`config.mk`:
```
export PLATFORM = sky130hd
export DESIGN_NAME = smvma_acc
export DESIGN_NICKNAME = d
export VERILOG_FILES = /design/src/design/scaled_matrix_vector_multiply_add_defines.svh /design/src/design/smvma_pkg.sv /design/src/design/smvma_acc.sv
export SDC_FILE = /design/constraint.sdc
export NUM_CORES = 2
export LEC_CHECK = 0
export BUFFER_PORTS_ARGS = -buffer_cell sky130_fd_sc_hd__buf_2
export CORE_MARGIN = 4
export CORE_UTILIZATION = 70
export DETAILED_ROUTE_END_ITERATION = 6
export GPL_TIMING_DRIVEN = 0
export MAX_ROUTING_LAYER = met4
export PLACE_DENSITY = 0.89
export RECOVER_POWER = 50
export SLEW_MARGIN = 20
export SYNTH_ARGS = -nofsm -noshare
export SYNTH_HDL_FRONTEND = slang
export SYNTH_SLANG_ARGS = --single-unit
```
`constraint.sdc`:
```
create_clock -name i_clk -period 15.8 [get_ports i_clk]
set_input_delay 1.58 -clock i_clk [delete_from_list [all_inputs] [get_ports i_clk]]
set_output_delay 1.58 -clock i_clk [all_outputs]
set_load 0.01 [all_outputs]
```
`src/design/scaled_matrix_vector_multiply_add_defines.svh`:
```
// ----------------------------------------------------------------------------
// Assertion macros for the scaled matrix-vector multiply-add block
// Clocked assertions with a synchronous active-low reset as disable.
// ----------------------------------------------------------------------------
`ifndef SCALED_MATRIX_VECTOR_MULTIPLY_ADD_DEFINES_SVH
`define SCALED_MATRIX_VECTOR_MULTIPLY_ADD_DEFINES_SVH

// Property checked at every rising edge outside reset.
`define SMVMA_ASSERT(label, clk, rst_n, prop, msg) \
    label: assert property (@(posedge clk) disable iff (!rst_n) (prop)) \
        else $error(msg);

// Implication: cons must hold in the cycle that ante holds.
`define SMVMA_ASSERT_IMPL(label, clk, rst_n, ante, cons, msg) \
    label: assert property (@(posedge clk) disable iff (!rst_n) (ante) |-> (cons)) \
        else $error(msg);

`endif

```
`src/design/smvma_pkg.sv`:
```
// ----------------------------------------------------------------------------
// smvma_pkg
// Widths, codes, reset values and inter-module types of the scaled
// matrix-vector multiply-add block.
// ----------------------------------------------------------------------------
package smvma_pkg;

    localparam int unsigned MAX_COLUMNS_DEF = 64;
    localparam int unsigned MAX_ROWS_DEF    = 4096;

    localparam int unsigned VAL_W      = 32;
    localparam int unsigned COL_W      = 6;
    localparam int unsigned ROW_IDX_W  = 12;
    localparam int unsigned CFG_IDX_W  = 8;
    localparam int unsigned CFG_DATA_W = 32;
    localparam int unsigned COL_CNT_W  = 7;
    localparam int unsigned ROW_CNT_W  = 13;
    localparam int unsigned FRAC_W     = 24;
    localparam int unsigned ACC_W      = 49;

    // Output queue: one slot for every result owed downstream
    localparam int unsigned OUT_DEPTH = 8;
    localparam int unsigned OUT_AW    = $clog2(OUT_DEPTH);
    localparam int unsigned PEND_W    = $clog2(OUT_DEPTH + 1);

    typedef enum logic [0:0] {
        OP_X_WRITE = 1'b0,
        OP_MATRIX  = 1'b1
    } t_opcode;

    localparam logic [CFG_IDX_W-1:0] CFG_ALPHA = 8'd0;
    localparam logic [CFG_IDX_W-1:0] CFG_BETA  = 8'd1;
    localparam logic [CFG_IDX_W-1:0] CFG_COLS  = 8'd2;
    localparam logic [CFG_IDX_W-1:0] CFG_ROWS  = 8'd3;

    localparam logic signed [VAL_W-1:0] GAIN_ONE      = 32'sh0100_0000;
    localparam logic [COL_CNT_W-1:0]    COL_CNT_RESET = 7'd64;
    localparam logic [ROW_CNT_W-1:0]    ROW_CNT_RESET = 13'd1;

    localparam logic signed [VAL_W-1:0] INT32_MAX = 32'sh7FFF_FFFF;
    localparam logic signed [VAL_W-1:0] INT32_MIN = 32'sh8000_0000;
    localparam logic signed [ACC_W-1:0] ACC_MAX   = {1'b0, {(ACC_W-1){1'b1}}};
    localparam logic signed [ACC_W-1:0] ACC_MIN   = {1'b1, {(ACC_W-1){1'b0}}};

    // Finished row sum handed from the accumulator to the scaler
    typedef struct packed {
        logic                    valid;
        logic signed [ACC_W-1:0] acc;
        logic signed [VAL_W-1:0] y;
        logic [ROW_IDX_W-1:0]    row;
        logic                    last_row;
    } t_row_done;

    typedef struct packed {
        logic [ROW_IDX_W-1:0]    row_index;
        logic signed [VAL_W-1:0] result_value;
        logic                    last_row;
        logic                    saturated;
    } t_result;

    typedef struct packed {
        logic [PEND_W-1:0] pending;
        logic [PEND_W-1:0] count;
    } t_oq_status;

endpackage

```
`src/design/smvma_acc.sv`:
```
// ----------------------------------------------------------------------------
// smvma_acc
// Multiplies each matrix beat by its x entry, floors to Q.24 and adds it into
// the saturating row accumulator; hands the finished row on and counts rows.
// ----------------------------------------------------------------------------
module smvma_acc import smvma_pkg::*; #(
    parameter int unsigned MAX_ROWS = MAX_ROWS_DEF,
    localparam int unsigned RW      = (MAX_ROWS > 1) ? $clog2(MAX_ROWS) : 1
) (
    input  logic                    i_clk,
    input  logic                    i_rst_n,
    input  logic                    i_mat_go,
    input  logic                    i_last_col,
    input  logic signed [VAL_W-1:0] i_elem,
    input  logic signed [VAL_W-1:0] i_y,
    input  logic [VAL_W-1:0]        i_xdata,
    input  logic [ROW_CNT_W-1:0]    i_row_count,
    output t_row_done               o_done
);

    localparam int unsigned PROD_W = 2 * VAL_W;

    logic                     r_s1_valid;
    logic                     r_s1_last;
    logic signed [VAL_W-1:0]  r_s1_elem;
    logic signed [VAL_W-1:0]  r_s1_y;

    logic                     r_s2_valid;
    logic                     r_s2_last;
    logic signed [PROD_W-1:0] r_s2_prod;
    logic signed [VAL_W-1:0]  r_s2_y;

    logic signed [ACC_W-1:0]  r_acc;
    logic [RW-1:0]            r_row;

    logic                     r_done_valid;
    logic signed [ACC_W-1:0]  r_done_acc;
    logic signed [VAL_W-1:0]  r_done_y;
    logic [ROW_IDX_W-1:0]     r_done_row;
    logic                     r_done_last;

    logic signed [PROD_W-1:0] w_prod;
    logic signed [PROD_W-1:0] w_term;
    logic signed [ACC_W:0]    w_sum;
    logic signed [ACC_W-1:0]  w_acc_new;
    logic [31:0]              w_rows_eff;
    logic                     w_row_last;

    // x entry arrives in the cycle after the accept edge, together with stage 1
    assign w_prod = r_s1_elem * $signed(i_xdata);

    assign w_term = r_s2_prod >>> FRAC_W;
    assign w_sum  = (ACC_W+1)'(r_acc) + (ACC_W+1)'(w_term);

    always_comb begin
        if (w_sum[ACC_W] != w_sum[ACC_W-1]) begin
            w_acc_new = w_sum[ACC_W] ? ACC_MIN : ACC_MAX;
        end else begin
            w_acc_new = w_sum[ACC_W-1:0];
        end
    end

    always_comb begin
        if (i_row_count == '0) begin
            w_rows_eff = 32'd1;
        end else if (32'(i_row_count) > 32'(MAX_ROWS)) begin
            w_rows_eff = 32'(MAX_ROWS);
        end else begin
            w_rows_eff = 32'(i_row_count);
        end
    end

    // a counter left past the end by a smaller row count still ends the vector
    assign w_row_last = 32'(r_row) >= (w_rows_eff - 32'd1);

    always_ff @(posedge i_clk) begin
        if (!i_rst_n) begin
            r_s1_valid   <= 1'b0;
            r_s2_valid   <= 1'b0;
            r_done_valid <= 1'b0;
            r_acc        <= '0;
            r_row        <= '0;
        end else begin
            r_s1_valid   <= i_mat_go;
            r_s2_valid   <= r_s1_valid;
            r_done_valid <= r_s2_valid && r_s2_last;
            if (r_s2_valid) begin
                r_acc <= r_s2_last ? '0 : w_acc_new;
                if (r_s2_last) begin
                    r_row <= w_row_last ? '0 : RW'(r_row + 1'b1);
                end
            end
        end
    end

    always_ff @(posedge i_clk) begin
        r_s1_last   <= i_last_col;
        r_s1_elem   <= i_elem;
        r_s1_y      <= i_y;
        r_s2_last   <= r_s1_last;
        r_s2_prod   <= w_prod;
        r_s2_y      <= r_s1_y;
        r_done_acc  <= w_acc_new;
        r_done_y    <= r_s2_y;
        r_done_row  <= ROW_IDX_W'(r_row);
        r_done_last <= w_row_last;
    end

    assign o_done = '{valid:    r_done_valid,
                      acc:      r_done_acc,
                      y:        r_done_y,
                      row:      r_done_row,
                      last_row: r_done_last};

endmodule

```
==> results.cfg <==
[global_routing]
overflow = 0
track_usage = 0.480
grt_pass1_wl_um = 239000
antenna_found_initial = 27
grt_pass1_vias = 39800
grt_max_degree = 26

[synthesis]
synth-async-reset-ratio = 0
synth_common_cells = fa_1 (1082), inv_1 (975), nand2_1 (587), and2_1 (519), dfxtp_1 (296)
avgSynthCellArea_um2 = 9.66
synth_area_leader_cell = fa_1
synth_edf_count = 0
netlist_area_um2 = 46100
synth_top_area_frac = 0.470
yosysSeqAreaShare = 0.128
ys.flop_type = dfxtp_1
ys_warn_count = 0
synth_seq_cells = 296
syn_nets = 6212
synthMostInstantiatedCell = fa_1
syn_inst = 4773
yosys-top-cells-area = fa_1 (47%), dfxtp_1 (13%), inv_1 (7.9%), and2_1 (7.0%), ha_1 (6.6%)
synth.distinct_cells = 78

[drt]
first_iter_violations = 3768
first_pass_iters = 7
wl_per_cell_um = 27.0
via_count = 36400
drc_errors = 4
wirelength_um = 160000
ant_nets = 0
via_per_inst = 6.14

[place]
place.port_buffers = 207
hpwl_um = 128000
gp_congestion = 1.07

[clocking]
cts_setup_buffers = 0
path_clk_slew_ns = 0.07
clock_latency_ns = 0.64
root_buffer = clkbuf_16
cts_resized = 0
cts_tree = yes
cts_htree_levels = 1
numCtsBuffers = 30
max-clock-path-buffers = 3
cts_hold_buf = 0
cts.sinks = 296

[floorplan]
dieArea_um2 = 70100
core.rowCount = 93
core_um2 = 64800
io_pins = 208
start_util = 0.712
die_height_um = 265
die_width_um = 265

[worst_setup_path]
cp_max_fo = 12
arrival_ns = 11.00
critPathLaunchType = input port
crit_type = input port to flop
crit_required_ns = 16.32
worstSetupEndpointType = flop
r2r_slack_ns = 6.12

[sta]
hold_viol_final = 0
skew_ns = 0.0387
slew_headroom = 0.175
finalSetupViolCount = 0
min_period_ns = 10.48
setup_tns_ns = 0
finalCritPeriodShare = 0.663
drv_slew = 0
grt_setup_unrepaired = no
timing.fmax_mhz = 95.5
worst_pin_slew_ns = 1.24

[layout]
synthToLayoutAreaGrowth_pct = 7.06
fin_util = 0.762
nets = 6452
fillers = 4411
drive_above_1_share = 0.0540

[run_status]
outcome = finished, violations left
violations = design-rule violations

[run]
cap_violations = 0

[worst_hold_path]
min_path_type = flop to flop
layer usage:
layer / vias to the layer above / wire length [um] / global-route usage
li1: 14700 / - / -
met1: 18200 / 53600 / 0.558
met2: 2623 / 71300 / 0.709
met3: 914 / 20100 / 0.157
met4: 0 / 15000 / 0.335
met5: - / 0 / -
critical path, cell delays in order:
cell	delay, ns
buf_2	0.16
clkbuf_1	0.81
nand2_1	0.32
inv_1	0.17
fa_1	0.41
inv_1	0.25
fa_1	0.48
inv_1	0.23
fa_1	0.50
fa_1	0.95
inv_1	0.51
fa_1	0.63
inv_1	0.06
fa_1	0.49
fa_1	0.63
fa_1	0.45
ha_1	0.36
nand2_1	0.10
o21ai_0	0.13
nor4_1	0.23
nor4_1	0.10
a211oi_1	0.25
nor2_1	0.07
a31oi_1	0.44
o211ai_1	0.25
a31o_2	0.29
xnor2_1	0.11
cells by family after synthesis:
family	synth area share
mux	0.00111
xor+xnor	0.0211
flops	0.128
compound gates	0.0557
buf+inv	0.101
fa+ha+maj	0.540
simple gates	0.153
placed cells by master, fill, tap and decap left out, types with 6 or more instances in the layout:
cell,count
a211oi_1,14
a21o_1,65
a21oi_1,100
a22o_1,8
a31oi_1,8
and2_1,517
and3_1,9
buf_2,161
buf_6,6
bufinv_16,6
clkbuf_1,274
clkbuf_16,30
dfxtp_1,296
diode_2,39
fa_1,1081
ha_1,244
inv_1,975
maj3_1,7
maj3_2,11
nand2_1,587
nand2b_1,18
nand3_1,28
nand4_1,21
nor2_1,112
nor2_4,10
nor2b_1,38
nor3_1,19
nor4_1,9
o211ai_1,11
o21a_1,18
o21ai_0,69
o21ai_1,46
o21bai_1,8
xnor2_1,67
xor2_1,42
sequential cells by signal, indices dropped and copies added (netlist names), 12 cells and up:
| register | count |
|---|---|
| r_s2_y | 32 |
| r_row | 12 |
| r_s2_prod | 40 |
| r_done_y | 32 |
| r_s1_elem | 32 |
| r_s1_y | 32 |
| r_acc | 49 |
| r_done_row | 12 |
| r_done_acc | 49 |
area by class of cell:
cell class	count	area, um2	share of cell area
Clock buffer	38	821	0.0166
Inverter	975	3660	0.0741
Sequential cell	296	5930	0.120
Tap cell	855	1070	0.0217
Antenna cell	39	97.6	0.00198
Clock inverter	18	285	0.00578
Timing Repair Buffer	208	972	0.0197
Buffer	242	1000	0.0203
Multi-Input combinational cell	3260	35500	0.720
stage by stage:
step / instance area, um2 / std cells / hold slack [ns] / setup WS (ns)
final: 49400 / 5931 / 0.322 / 5.32
after global routing: 49300 / 5914 / 0.331 / 4.97
after CTS: 49300 / 5891 / 0.325 / 5.51
after detailed placement: 48200 / 5835 / 0.312 / 4.91
after global placement: 48200 / 5835 / 0.310 / 5.04
after floorplan: 46100 / 4773 / 0.310 / 7.12
path summary, 6_finish.rpt:
| kind | start | endpoint | cells past startpoint |
|---|---|---|---|
| setup / recovery | i_xdata[5] | r_s2_prod[63] | 27 |
| hold / removal | r_s1_y[3] | r_s2_y[3] | 0 |
| setup reg to reg | r_s1_elem[31] | r_s2_prod[63] | 26 |
| hold reg to reg | r_s1_y[3] | r_s2_y[3] | 0 |
Power is left out: the tool's default activity adds up to more than one toggle a clock period on the data nets, which glitch-free logic cannot reach.
