[src/design/scaled_matrix_vector_multiply_add_defines.svh]
// ----------------------------------------------------------------------------
// Assertion macros for the scaled matrix-vector multiply-add block
// Clocked assertions with a synchronous active-low reset as disable.
// ----------------------------------------------------------------------------
`ifndef SCALED_MATRIX_VECTOR_MULTIPLY_ADD_DEFINES_SVH
`define SCALED_MATRIX_VECTOR_MULTIPLY_ADD_DEFINES_SVH

// Property checked at every rising edge outside reset.
`define SMVMA_ASSERT(label, clk, rst_n, prop, msg) \
    label: assert property (@(posedge clk) disable iff (!rst_n) (prop)) \
        else $error(msg);

// Implication: cons must hold in the cycle that ante holds.
`define SMVMA_ASSERT_IMPL(label, clk, rst_n, ante, cons, msg) \
    label: assert property (@(posedge clk) disable iff (!rst_n) (ante) |-> (cons)) \
        else $error(msg);

`endif

[src/design/smvma_pkg.sv]
// ----------------------------------------------------------------------------
// smvma_pkg
// Widths, codes, reset values and inter-module types of the scaled
// matrix-vector multiply-add block.
// ----------------------------------------------------------------------------
package smvma_pkg;

    localparam int unsigned MAX_COLUMNS_DEF = 64;
    localparam int unsigned MAX_ROWS_DEF    = 4096;

    localparam int unsigned VAL_W      = 32;
    localparam int unsigned COL_W      = 6;
    localparam int unsigned ROW_IDX_W  = 12;
    localparam int unsigned CFG_IDX_W  = 8;
    localparam int unsigned CFG_DATA_W = 32;
    localparam int unsigned COL_CNT_W  = 7;
    localparam int unsigned ROW_CNT_W  = 13;
    localparam int unsigned FRAC_W     = 24;
    localparam int unsigned ACC_W      = 49;

    // Output queue: one slot for every result owed downstream
    localparam int unsigned OUT_DEPTH = 8;
    localparam int unsigned OUT_AW    = $clog2(OUT_DEPTH);
    localparam int unsigned PEND_W    = $clog2(OUT_DEPTH + 1);

    typedef enum logic [0:0] {
        OP_X_WRITE = 1'b0,
        OP_MATRIX  = 1'b1
    } t_opcode;

    localparam logic [CFG_IDX_W-1:0] CFG_ALPHA = 8'd0;
    localparam logic [CFG_IDX_W-1:0] CFG_BETA  = 8'd1;
    localparam logic [CFG_IDX_W-1:0] CFG_COLS  = 8'd2;
    localparam logic [CFG_IDX_W-1:0] CFG_ROWS  = 8'd3;

    localparam logic signed [VAL_W-1:0] GAIN_ONE      = 32'sh0100_0000;
    localparam logic [COL_CNT_W-1:0]    COL_CNT_RESET = 7'd64;
    localparam logic [ROW_CNT_W-1:0]    ROW_CNT_RESET = 13'd1;

    localparam logic signed [VAL_W-1:0] INT32_MAX = 32'sh7FFF_FFFF;
    localparam logic signed [VAL_W-1:0] INT32_MIN = 32'sh8000_0000;
    localparam logic signed [ACC_W-1:0] ACC_MAX   = {1'b0, {(ACC_W-1){1'b1}}};
    localparam logic signed [ACC_W-1:0] ACC_MIN   = {1'b1, {(ACC_W-1){1'b0}}};

    // Finished row sum handed from the accumulator to the scaler
    typedef struct packed {
        logic                    valid;
        logic signed [ACC_W-1:0] acc;
        logic signed [VAL_W-1:0] y;
        logic [ROW_IDX_W-1:0]    row;
        logic                    last_row;
    } t_row_done;

    typedef struct packed {
        logic [ROW_IDX_W-1:0]    row_index;
        logic signed [VAL_W-1:0] result_value;
        logic                    last_row;
        logic                    saturated;
    } t_result;

    typedef struct packed {
        logic [PEND_W-1:0] pending;
        logic [PEND_W-1:0] count;
    } t_oq_status;

endpackage

[src/design/smvma_if.sv]


interface smvma_result_if import smvma_pkg::*; ();
    logic                    valid;
    logic                    ready;
    logic [ROW_IDX_W-1:0]    row_index;
    logic signed [VAL_W-1:0] result_value;
    logic                    last_row;
    logic                    saturated;

    modport source (output valid, row_index, result_value, last_row, saturated,
                    input ready);
    modport sink   (input valid, row_index, result_value, last_row, saturated,
                    output ready);
endinterface


[src/design/smvma_oq.sv]
// ----------------------------------------------------------------------------
// smvma_oq
// Output queue. A slot is reserved when a row-ending beat is accepted, so
// the pipeline never stalls and never overruns the queue.
// ----------------------------------------------------------------------------
module smvma_oq import smvma_pkg::*; (
    input  logic                  i_clk,
    input  logic                  i_rst_n,
    input  logic                  i_reserve,
    input  logic                  i_push,
    input  t_result               i_data,
    output logic                  o_room,
    output t_oq_status            o_status,
    smvma_result_if.source        o_result
);

    t_result           r_q [OUT_DEPTH];
    logic [OUT_AW-1:0] r_wptr;
    logic [OUT_AW-1:0] r_rptr;
    logic [PEND_W-1:0] r_count;
    logic [PEND_W-1:0] r_pend;

    logic              w_pop;
    t_result           w_head;

    assign w_pop  = o_result.valid && o_result.ready;
    assign w_head = r_q[r_rptr];

    always_ff @(posedge i_clk) begin
        if (!i_rst_n) begin
            r_wptr  <= '0;
            r_rptr  <= '0;
            r_count <= '0;
            r_pend  <= '0;
        end else begin
            r_pend  <= PEND_W'(r_pend + PEND_W'(i_reserve) - PEND_W'(w_pop));
            r_count <= PEND_W'(r_count + PEND_W'(i_push) - PEND_W'(w_pop));
            if (i_push) begin
                r_wptr <= (r_wptr == OUT_AW'(OUT_DEPTH - 1)) ? '0 : OUT_AW'(r_wptr + 1'b1);
            end
            if (w_pop) begin
                r_rptr <= (r_rptr == OUT_AW'(OUT_DEPTH - 1)) ? '0 : OUT_AW'(r_rptr + 1'b1);
            end
        end
    end

    always_ff @(posedge i_clk) begin
        if (i_push) begin
            r_q[r_wptr] <= i_data;
        end
    end

    assign o_room   = (r_pend != PEND_W'(OUT_DEPTH));
    assign o_status = '{pending: r_pend, count: r_count};

    assign o_result.valid        = (r_count != '0);
    assign o_result.row_index    = w_head.row_index;
    assign o_result.result_value = w_head.result_value;
    assign o_result.last_row     = w_head.last_row;
    assign o_result.saturated    = w_head.saturated;

endmodule

[src/flat_wrapper.sv]
// flat-port wrapper written by rule: the top's interface ports become plain ports
module smvma_oq_flat import smvma_pkg::*;
  (i_clk, i_rst_n, i_reserve, i_push, i_data, o_room, o_status, o_result_valid, o_result_row_index, o_result_result_value, o_result_last_row, o_result_saturated, o_result_ready);
  smvma_result_if o_result_i ();
  input  logic i_clk;
  input  logic i_rst_n;
  input  logic i_reserve;
  input  logic i_push;
  input  t_result i_data;
  output logic o_room;
  output t_oq_status o_status;
  output wire logic [$bits(o_result_i.valid)-1:0] o_result_valid;
  output wire logic [$bits(o_result_i.row_index)-1:0] o_result_row_index;
  output wire logic [$bits(o_result_i.result_value)-1:0] o_result_result_value;
  output wire logic [$bits(o_result_i.last_row)-1:0] o_result_last_row;
  output wire logic [$bits(o_result_i.saturated)-1:0] o_result_saturated;
  input wire logic [$bits(o_result_i.ready)-1:0] o_result_ready;
  assign o_result_valid = o_result_i.valid;
  assign o_result_row_index = o_result_i.row_index;
  assign o_result_result_value = o_result_i.result_value;
  assign o_result_last_row = o_result_i.last_row;
  assign o_result_saturated = o_result_i.saturated;
  assign o_result_i.ready = o_result_ready;
  smvma_oq u_core (.i_clk(i_clk), .i_rst_n(i_rst_n), .i_reserve(i_reserve), .i_push(i_push), .i_data(i_data), .o_room(o_room), .o_status(o_status), .o_result(o_result_i));
endmodule
[config.mk]
export PLATFORM = sky130hd
export DESIGN_NAME = smvma_oq_flat
export DESIGN_NICKNAME = d
export VERILOG_FILES = /design/src/design/scaled_matrix_vector_multiply_add_defines.svh /design/src/design/smvma_pkg.sv /design/src/design/smvma_if.sv /design/src/design/smvma_oq.sv /design/src/flat_wrapper.sv
export SDC_FILE = /design/constraint.sdc
export NUM_CORES = 1
export LEC_CHECK = 0
export ABC_AREA = 1
export BUFFER_PORTS_ARGS = -buffer_cell sky130_fd_sc_hd__buf_2
export CORE_MARGIN = 2
export CORE_UTILIZATION = 51
export CTS_BUF_LIST = sky130_fd_sc_hd__clkbuf_2
export DETAILED_ROUTE_END_ITERATION = 10
export GPL_TIMING_DRIVEN = 0
export PLACE_DENSITY = 0.66
export SLEW_MARGIN = 10
export SYNTH_ARGS = -nofsm -noshare
export SYNTH_HDL_FRONTEND = slang
export SYNTH_SLANG_ARGS = --single-unit
[constraint.sdc]
create_clock -name i_clk -period 8.69 [get_ports i_clk]
set_input_delay 0.4345 -clock i_clk [delete_from_list [all_inputs] [get_ports i_clk]]
set_output_delay 0.4345 -clock i_clk [all_outputs]
set_load 0.02 [all_outputs]
==> impl_metrics.toml <==
[detailed_routing]
wire_per_inst_um = 15.7
vias = 12000
via_per_inst = 4.80
firstDrtPassIters = 5
drc_errors = 0
drt-total-wl_um = 39300
drt_iter0_drc = 922
ant_nets = 0

[placed_design]
hpwl_um = 25000
dpl_cell_area_mm2 = 0.0185
io_buffers = 105
routabilityCongestion = 0.756

[grt]
grt_pass1_vias = 12100
grtUsageMet2_pct = 39.7
met1_usage_pct = 29.3
grt-busiest-layer = "met2"
grt_use_met3_pct = 4.38
grt_pass1_wl_um = 62400
globalRouteOverflowTotal = 0
grt_antenna_before_repair = 2
grt.total_usage_pct = 23.0
grt_max_degree = 25

[pwr]
combPwrFrac_pct = 31.5
switching_share_pct = 36.3
pwr-share-seq_pct = 43.6
clockPowerShare_pct = 25.0
internal_power_w = 0.00311
ir_worst_vdd_mv = 0.199
p_sw_w = 0.00177
p_leak_nw = 9.50
p_per_area_mw_per_mm2 = 245

[logic_synthesis]
ys_seq_area_share_pct = 67.1
syn-num-nets = 1777
netlist_area_mm2 = 0.0170
synthCells = 1712
yosysTopAreaCellShare_pct = 65.1
ys_warn_count = 0
ys_types = 21
synth.most_common_cell = "nand2_1"
synth.avg_cell_area_um2 = 9.92
synth_top_area_cell = "edfxtp_1"
async_reset_ff_share_pct = 0
synth_area_leaders = "edfxtp_1, nand2_1, inv_1"
ys_ff_latch = 385
yosys-top-cells-count = "nand2_1, inv_1, edfxtp_1"
yosys_most_used_dff = "edfxtp_1"
synth_edf_count = 368

[timing]
skew_ns = 0.0950
finalHoldViolCount = 0
setup_tns_ns = 0
rsz0062_at_grt = "false"
slew_viol_final = 0
slew-limit-headroom_pct = 56.3
period_minus_slack_ns = 2.98
post-route-period-util_pct = 34.3
max_clock_freq_ghz = 0.335
worstMarginPinSlew_ns = 0.656
setup_viol = 0

[hold_path]
worstHoldPathType = "input port to flop"
holdPathEnd = "u_core.r_q[5][38]$_DFFE_PP_"
min-delay-start = "i_data[38]"
holdPathStages = 2

[finish]
finalInstanceArea_mm2 = 0.0199
final_nets = 2047
fillerInstances = 2710
syn_to_final_growth_pct = 17.2
drive_gt1_share_pct = 17.0

[floorplanning]
die_area_mm2 = 0.0348
start_util_pct = 51.9
io_pins = 107
die_w_um = 186
die_h_um = 186
coreArea_mm2 = 0.0327
core.rowCount = 66

[flow_run]
cap_violations = 0

[worst_setup_path]
worstPathRequired_ns = 8.26
r2r-start = "u_core.r_count[2]$_SDFF_PN0_"
critPathKind = "flop to output port"
r2r_cells = 10
arrival_ns = 2.55
rr_endpoint = "u_core.r_pend[2]$_SDFF_PN0_"
start_kind = "flop"
cp-end-kind = "output port"
r2r_slack_ns = 6.62
worstPathMaxFanout = 10

[cts]
cts-root-buf = "clkbuf_2"
cts_tree = "built"
clk_latency_ns = 0.98
clk_pin_slew_ns = 0.11
cts_buffers = 97
ctsResizeCount = 0
htreeDepth = 3
clock_sinks = 385
clock_path_buffers = 3

[status]
status = "finished, final reports clean"
[worst max path at each step]
stage          startpoint                     endpoint  slack [ns]
2_1_floorplan      i_push   u_core.r_q[0][0]$_DFFE_PP_        5.49
3_3_place_gp       i_push  u_core.r_q[0][27]$_DFFE_PP_        3.42
3_5_place_dp       i_push  u_core.r_q[4][25]$_DFFE_PP_        6.45
4_1_cts              flop    o_result_result_value[13]        5.60
5_1_grt              flop       o_result_row_index[11]        5.54
6_report             flop    o_result_result_value[19]        5.71
[cell usage in the layout (no fill, tap or decap)]
cell	n
a21oi_1	9
buf_1	8
nor2_1	15
buf_16	8
clkinv_1	16
xnor2_1	1
dlygate4sd3_1	50
inv_1	388
nand3_1	191
clkbuf_2	152
o21ai_0	4
nor3_1	1
buf_12	8
ha_1	12
buf_4	1
nand2_1	619
clkbuf_1	4
or2_2	2
buf_6	20
buf_2	144
dfxtp_1	17
bufinv_16	2
nor2_4	8
diode_2	2
inv_2	1
nand3b_1	1
clkinvlp_4	2
fa_1	2
inv_4	1
edfxtp_1	368
[sequential cells by signal, summed over array words and instances, names as in the netlist, named ones only]
name,flops
u_core.r_rptr,3
u_core.r_count,4
u_core.r_wptr,3
u_core.r_q,368
u_core.r_pend,4
[cell families (layout without fill, tap and decap cells)]
logic type | Yosys count | after routing | share of synthesized area, %
AOI/OAI and AO/OA | 13 | 13 | 0.383
and+or+nand+nor | 837 | 837 | 20.0
xor gates and xnor gates | 1 | 1 | 0.0516
buffers and inverters | 462 | 805 | 11.4
DFF | 385 | 385 | 67.1
other | 0 | 2 | 0
adders and majority gates | 14 | 14 | 1.12
[layer usage]
layer	wire [µm]	vias to the layer above
met5	0	-
met3	2730	67
met1	16500	5537
met4	744	0
li1	-	5931
met2	19300	450
[final cells by class]
class / instances / area (µm²) / share of cell area (%)
clock buffer: 152 / 761 / 3.82
buffer: 72 / 473 / 2.38
antenna: 2 / 5.00 / 0.0251
timing repair buffer: 171 / 1410 / 7.07
tap: 442 / 553 / 2.78
multi-input combinational: 865 / 3710 / 18.7
clock inverter: 20 / 135 / 0.679
sequential: 385 / 11400 / 57.2
inverter: 390 / 1470 / 7.37
[repair_timing]
item,4_1_cts,5_1_grt
setup buffers,0,0
endpoints found under the setup margin,0,0
hold buffers,50,0
hold endpoints to repair,383,0
[power by group through the flow]
stage	Sequential, W	Clock [W]	Combinational (W)
after global routing	0.00214	0.00135	0.00171
after CTS	0.00213	0.00126	0.00154
after detailed placement	0.00217	0	0.00152
final	0.00213	0.00122	0.00154
after global placement	0.00217	0	0.00147
after floorplan	0.00219	0	0.000981
[critical path: stages (launching register included)]
cell and delay (ns):
dfxtp_1 0.39, buf_2 0.30, buf_2 0.34, nand3_1 0.13, nand2_1 0.08, nand2_1 0.05, nand2_1 0.13, buf_2 0.18
[through the flow]
stage / power [W] / instances / hold slack [ns] / utilization, % / setup WS (ns)
final: 0.00488 / 2499 / 0.272 / 60.9 / 5.71
after global routing: 0.00519 / 2499 / 0.248 / 60.9 / 5.54
after CTS: 0.00493 / 2497 / 0.186 / 60.9 / 5.60
after detailed placement: 0.00369 / 2275 / 0.495 / 56.6 / 6.45
after global placement: 0.00365 / 2259 / 0.487 / 55.2 / 3.42
after floorplan: 0.00317 / 1712 / 0.468 / - / 5.49
Power figures use the tool's default switching activity.
